==> config.mk <==
export PLATFORM = sky130hd
export DESIGN_NAME = pcmp_accum
export DESIGN_NICKNAME = d
export VERILOG_FILES = /design/src/sv/pixel_color_matrix_projection_assert.svh /design/src/sv/pcmp_pkg.sv /design/src/sv/pcmp_accum.sv
export SDC_FILE = /design/constraint.sdc
export NUM_CORES = 1
export LEC_CHECK = 0
export BUFFER_PORTS_ARGS = -buffer_cell sky130_fd_sc_hd__buf_4
export CORE_MARGIN = 4
export CORE_UTILIZATION = 45
export CTS_BUF_LIST = sky130_fd_sc_hd__clkbuf_8
export DETAILED_ROUTE_END_ITERATION = 16
export GPL_ROUTABILITY_DRIVEN = 1
export PLACE_DENSITY = 0.72
export SETUP_SLACK_MARGIN = 0.02
export SLEW_MARGIN = 40
export SYNTH_ARGS = -nofsm -noshare
export SYNTH_HDL_FRONTEND = slang
export SYNTH_SLANG_ARGS = --single-unit
==> constraint.sdc <==
create_clock -name clk -period 15.24 [get_ports clk]
set_input_delay 4.572 -clock clk [delete_from_list [all_inputs] [get_ports clk]]
set_output_delay 4.572 -clock clk [all_outputs]
set_load 0.03 [all_outputs]
==> src/sv/pixel_color_matrix_projection_assert.svh <==
// Assertion macros for the color matrix projection block.
`ifndef PIXEL_COLOR_MATRIX_PROJECTION_ASSERT_SVH
`define PIXEL_COLOR_MATRIX_PROJECTION_ASSERT_SVH

// Checked only outside reset.
`define PCMP_ASSERT(label, prop, msg) \
  label: assert property (@(posedge clk) disable iff (rst) prop) else $error(msg);

// Checked on every edge, reset included.
`define PCMP_ASSERT_ALWAYS(label, prop, msg) \
  label: assert property (@(posedge clk) prop) else $error(msg);

`endif

==> src/sv/pcmp_pkg.sv <==
package pcmp_pkg;

  localparam int NUM_CH          = 3;
  localparam int SAMPLE_W        = 20;
  localparam int COEF_W          = 21;
  localparam int CFG_W           = NUM_CH * COEF_W;
  localparam int PROD_W          = SAMPLE_W + COEF_W;
  localparam int SUM_W           = PROD_W + 2;
  localparam int OUT_W           = 32;
  localparam int CNT_W           = 32;
  localparam int POS_W           = 8;
  localparam int OFFSET_W        = 20;
  localparam int TILE_EDGE       = 256;
  localparam int BYTES_PER_PIXEL = 12;
  localparam int ROUND_SHIFT     = 10;
  localparam int ADD_W           = 2;

  localparam int S_TDATA_W = ((NUM_CH * SAMPLE_W + 2 * POS_W + 7) / 8) * 8;
  localparam int M_TDATA_W = ((NUM_CH * OUT_W + OFFSET_W + 2 * CNT_W + 7) / 8) * 8;

  typedef logic signed [SAMPLE_W-1:0] sample_t;
  typedef logic signed [COEF_W-1:0]   coef_t;
  typedef logic        [CFG_W-1:0]    coef_row_t;
  typedef coef_row_t   [NUM_CH-1:0]   coef_mat_t;
  typedef logic signed [PROD_W-1:0]   prod_t;
  typedef logic signed [SUM_W-1:0]    sum_t;
  typedef logic signed [OUT_W-1:0]    comp_t;
  typedef logic        [OFFSET_W-1:0] offset_t;
  typedef logic        [CNT_W-1:0]    count_t;
  typedef logic        [POS_W-1:0]    pos_t;

  // Identity matrix in Q8.12: 1.0 on the diagonal.
  localparam coef_row_t ROW_ONE_RESET   = CFG_W'(64'd4096);
  localparam coef_row_t ROW_TWO_RESET   = CFG_W'(64'd8589934592);
  localparam coef_row_t ROW_THREE_RESET = CFG_W'(64'd18014398509481984);

  localparam sum_t  ROUND_HALF = SUM_W'(1 << (ROUND_SHIFT - 1));
  localparam sum_t  SAT_MAX    = SUM_W'(2147483647);
  localparam sum_t  SAT_MIN    = -SUM_W'(64'sd2147483648);
  localparam comp_t COMP_MAX   = OUT_W'(32'h7fff_ffff);
  localparam comp_t COMP_MIN   = OUT_W'(32'h8000_0000);
  localparam comp_t Q19_ONE    = OUT_W'(524288);
  localparam count_t COUNT_MAX = '1;

  typedef enum logic [1:0] {
    REG_ROW_ONE   = 2'd0,
    REG_ROW_TWO   = 2'd1,
    REG_ROW_THREE = 2'd2
  } reg_index_t;

  typedef struct packed {
    sample_t cam_red;
    sample_t cam_green;
    sample_t cam_blue;
    pos_t    pixel_col;
    pos_t    pixel_row;
    logic    first_of_image;
  } pixel_t;

  typedef struct packed {
    prod_t [NUM_CH-1:0][NUM_CH-1:0] prod;
    offset_t tile_byte_offset;
    logic    first_of_image;
  } prod_stage_t;

  typedef struct packed {
    comp_t   xyz_x;
    comp_t   xyz_y;
    comp_t   xyz_z;
    offset_t tile_byte_offset;
    count_t  negative_count;
    count_t  over_one_count;
    logic    overflow_flag;
  } result_t;

endpackage

==> src/sv/pcmp_accum.sv <==
module pcmp_accum import pcmp_pkg::*; (
  input  logic        clk,
  input  logic        rst,
  input  logic        in_valid,
  output logic        in_ready,
  input  prod_stage_t prods,
  output logic        out_valid,
  input  logic        out_ready,
  output result_t     result
);

  count_t  neg_count;
  count_t  over_count;
  count_t  neg_count_next;
  count_t  over_count_next;
  comp_t   comp [NUM_CH];
  logic [NUM_CH-1:0] sat;
  logic [NUM_CH-1:0] is_neg;
  logic [NUM_CH-1:0] is_over;
  logic [ADD_W-1:0]  neg_add;
  logic [ADD_W-1:0]  over_add;
  logic              load;

  assign in_ready = !out_valid || out_ready;
  assign load     = in_valid && in_ready;

  always_comb begin
    sum_t s;
    sum_t rnd;
    s   = '0;
    rnd = '0;
    for (int r = 0; r < NUM_CH; r++) begin
      s = SUM_W'(prods.prod[r][0]) + SUM_W'(prods.prod[r][1]) + SUM_W'(prods.prod[r][2]);
      // Round to nearest, ties toward plus infinity.
      rnd = (s + ROUND_HALF) >>> ROUND_SHIFT;
      if (rnd > SAT_MAX) begin
        comp[r] = COMP_MAX;
        sat[r]  = 1'b1;
      end else if (rnd < SAT_MIN) begin
        comp[r] = COMP_MIN;
        sat[r]  = 1'b1;
      end else begin
        comp[r] = comp_t'(rnd);
        sat[r]  = 1'b0;
      end
      is_neg[r]  = comp[r] < 0;
      is_over[r] = comp[r] > Q19_ONE;
    end
  end

  assign neg_add  = ADD_W'(is_neg[0])  + ADD_W'(is_neg[1])  + ADD_W'(is_neg[2]);
  assign over_add = ADD_W'(is_over[0]) + ADD_W'(is_over[1]) + ADD_W'(is_over[2]);

  always_comb begin
    logic [CNT_W:0] neg_sum;
    logic [CNT_W:0] over_sum;
    count_t         neg_base;
    count_t         over_base;
    // Start of image: drop the old counts before counting this pixel.
    neg_base  = prods.first_of_image ? '0 : neg_count;
    over_base = prods.first_of_image ? '0 : over_count;
    neg_sum   = (CNT_W+1)'(neg_base)  + (CNT_W+1)'(neg_add);
    over_sum  = (CNT_W+1)'(over_base) + (CNT_W+1)'(over_add);
    neg_count_next  = neg_sum[CNT_W]  ? COUNT_MAX : neg_sum[CNT_W-1:0];
    over_count_next = over_sum[CNT_W] ? COUNT_MAX : over_sum[CNT_W-1:0];
  end

  always_ff @(posedge clk) begin
    if (rst) begin
      out_valid  <= 1'b0;
      neg_count  <= '0;
      over_count <= '0;
    end else begin
      if (in_ready) begin
        out_valid <= in_valid;
      end
      if (load) begin
        neg_count  <= neg_count_next;
        over_count <= over_count_next;
      end
    end
  end

  always_ff @(posedge clk) begin
    if (load) begin
      result.xyz_x            <= comp[0];
      result.xyz_y            <= comp[1];
      result.xyz_z            <= comp[2];
      result.tile_byte_offset <= prods.tile_byte_offset;
      result.negative_count   <= neg_count_next;
      result.over_one_count   <= over_count_next;
      result.overflow_flag    <= |sat;
    end
  end

endmodule

==> results.yml <==
synth:
  async_flop_share_pct: 0
  synth_area_um2: 22400
  synth.distinct_cells: 77
  avgSynthCellArea_um2: 9.23
  yosysSeqAreaShare_pct: 30.0
  synth_cells: 2430
  synth_nets: 3192
  yosys_warnings: 0
  synthFlopType: "edfxtp_1"
  synth_edf_count: 181
  yosys_register_bits: 246
critical_path:
  crit_fanout: 14
  crit_family: "simple AND/OR/NAND/NOR gates"
  critPathMaxStageDelay_ns: 0.63
  path_buf_inv: 7
  critPathSlowestCell: "o31ai_1"
  crit_path_frequent_cell: "inv_1"
  crit_path_end_kind: "flop"
  critPathLaunchType: "primary input"
  arrival_ns: 13.20
  crit_required_ns: 15.60
  worst-setup-path-type: "in2reg"
cts:
  clk_pin_slew_ns: 0.06
  postCtsSetupBuffers: 0
  cts_resized: 0
  cts_tree: "yes"
  cts-root-buf: "clkbuf_8"
  clock_sinks: 246
  hold_buffers: 0
  numCtsBuffers: 45
  clockBufferDepth: 3
  clock_latency_ns: 0.60
  cts_htree_levels: 2
placement:
  placed_area_um2: 27400
  dp.final_hpwl_um: 56600
  gp_congestion: 0.951
  port_buffers: 576
global_routing:
  grtUsageMet1_pct: 33.0
  antenna_found_initial: 1
  track_usage_pct: 25.0
  grt_max_degree: 134
  use_met2_pct: 42.3
  grt_pass1_vias: 20211
  grt_pass1_wl_um: 108000
  use_met3_pct: 4.89
  grt.overflow.total: 0
  busiest_layer: "met2"
drt:
  wl_per_cell_um: 18.9
  drc: 0
  ant_nets: 0
  first_iter_violations: 1316
  wl_um: 69400
  num_vias: 20005
  dr.pass1.iters: 5
  vias_per_cell: 5.46
pwr:
  clkPwrFrac_pct: 16.6
  p_switching_mw: 1.71
  p_sw_share_pct: 44.8
  pwr-share-seq_pct: 26.0
  p_leak_nw: 13.1
  ir_drop_mv: 0.0741
  p_int_mw: 2.10
  power_density_nw_per_um2: 135
  pwr-share-comb_pct: 57.4
timing:
  fin_skew_ns: 0.0268
  max_freq_ghz: 0.0779
  worst_pin_slew_ns: 0.766
  setup-tns-final_ns: 0
  finalMaxSlewViolations: 0
  rsz0062_at_grt: "no"
  finalSetupViolations: 0
  period_minus_slack_ns: 12.84
  slew_headroom_pct: 48.4
  finalCritPeriodShare_pct: 84.3
  hold_viol_final: 0
floorplanning:
  start_util_pct: 45.7
  die_h_um: 231
  num_rows: 81
  dieArea_um2: 53500
  io-pin-count: 577
  coreArea_um2: 49100
  dieWidth_um: 231
cells_and_area:
  synthToLayoutAreaGrowth_pct: 26.2
  diodes: 0
  layout_commonest_cell: "buf_4"
  fin_area_um2: 28300
  nNetsFinal: 3729
  drive_gt1_share_pct: 22.9
  final_cell_mix: "585 x buf_4, 320 x inv_1, 244 x ha_1, 195 x nor2_1, 181 x edfxtp_1"
worst_hold_path:
  hold_class: "reg2reg"
run_status:
  outcome: "completed"
flow_run:
  drv_cap: 0
-- final timing paths --
path                         startpoint                    endpoint  slack, ns  cells after the start
max reg2reg   neg_count[0]$_SDFFE_PP0P_   neg_count[9]$_SDFFE_PP0P_      10.53                     13
min          neg_count[30]$_SDFFE_PP0P_  neg_count[30]$_SDFFE_PP0P_       0.49                      2
min reg2reg  neg_count[30]$_SDFFE_PP0P_  neg_count[30]$_SDFFE_PP0P_       0.49                      2
max                           prods[39]        result[29]$_DFFE_PP_       2.40                     32
-- cells in the mapped netlist, types with 13 or more instances --
cell / n / share of area, %
or3_1: 13 / 0.36
o211ai_1: 13 / 0.44
o21ai_0: 99 / 2.2
o21bai_1: 18 / 0.60
inv_1: 313 / 5.2
dfxtp_1: 65 / 5.8
nor2b_1: 21 / 0.59
nor4_1: 14 / 0.39
ha_1: 244 / 14
fa_1: 124 / 11
maj3_1: 69 / 3.1
edfxtp_1: 181 / 24
a211oi_1: 34 / 1.1
nand4_1: 38 / 1.1
o21a_1: 22 / 0.74
and2_1: 13 / 0.36
xor2_1: 52 / 2.0
nor2_1: 195 / 3.3
clkbuf_1: 94 / 1.6
xnor2_1: 81 / 3.2
a31oi_1: 14 / 0.39
nand3_1: 64 / 1.4
a21oi_1: 151 / 3.4
nor3_1: 74 / 1.7
nand2b_1: 20 / 0.56
a21o_1: 44 / 1.5
nand2_1: 161 / 2.7
a311oi_1: 23 / 0.90
-- registers in the layout, summed over array words and instances (netlist names) --
signal	cells
out_valid	1
result	181
neg_count	32
over_count	32
-- per-layer routing --
metal,routed length [um],vias to the layer above
met5,0,-
met4,1800,0
met3,4530,102
met2,33300,702
met1,29800,9557
li1,-,9644
-- tightest hold or removal path, delay by kind of cell (launching register included) --
kind	cells	cell delay (ns)
DFF	1	0.33
AOI/OAI and AO/OA	1	0.05
and+or+nand+nor	1	0.06
-- power by group through the flow --
stage               clock network, mW  logic (mW)  registers (mW)
floorplan                           0        1.18            1.23
global placement                    0        2.14            1.00
detailed placement                  0        2.16            1.00
CTS                             0.649        2.18           0.993
global route                    0.685        2.38            1.00
finish                          0.633        2.18           0.990
-- layout make-up --
| type | instances | area, um2 |
|---|---|---|
| flip-flops and latches | 246 | 6740 |
| clock inverters | 32 | 209 |
| well taps | 664 | 831 |
| inverters | 313 | 1180 |
| multi-input cells | 1771 | 14200 |
| repair buffers | 590 | 4480 |
| clock buffers | 49 | 674 |
| fillers | 4320 | 20800 |
-- per-stage QoR --
step                      setup WS, ns  std cells  hold WS, ns  util (%)  total power, mW
after floorplan                   2.81       2430        0.450         -             2.41
after global placement            1.96       3580        0.461      55.7             3.14
after detailed placement          1.69       3582        0.474      55.8             3.16
after CTS                         2.35       3663        0.482      57.6             3.82
after global routing              1.69       3665        0.513      57.7             4.06
final                             2.40       3665        0.489      57.7             3.81
-- cells by family after synthesis --
family,after synthesis,synth area share [%]
DFF,246,30.0
muxes,4,0.179
xor gates and xnor gates,133,5.20
and+or+nand+nor,687,14.9
AOI/OAI and AO/OA,510,14.9
adders and majority gates,437,27.8
buffers and inverters,413,6.97
(Power assumes the default switching activity.)
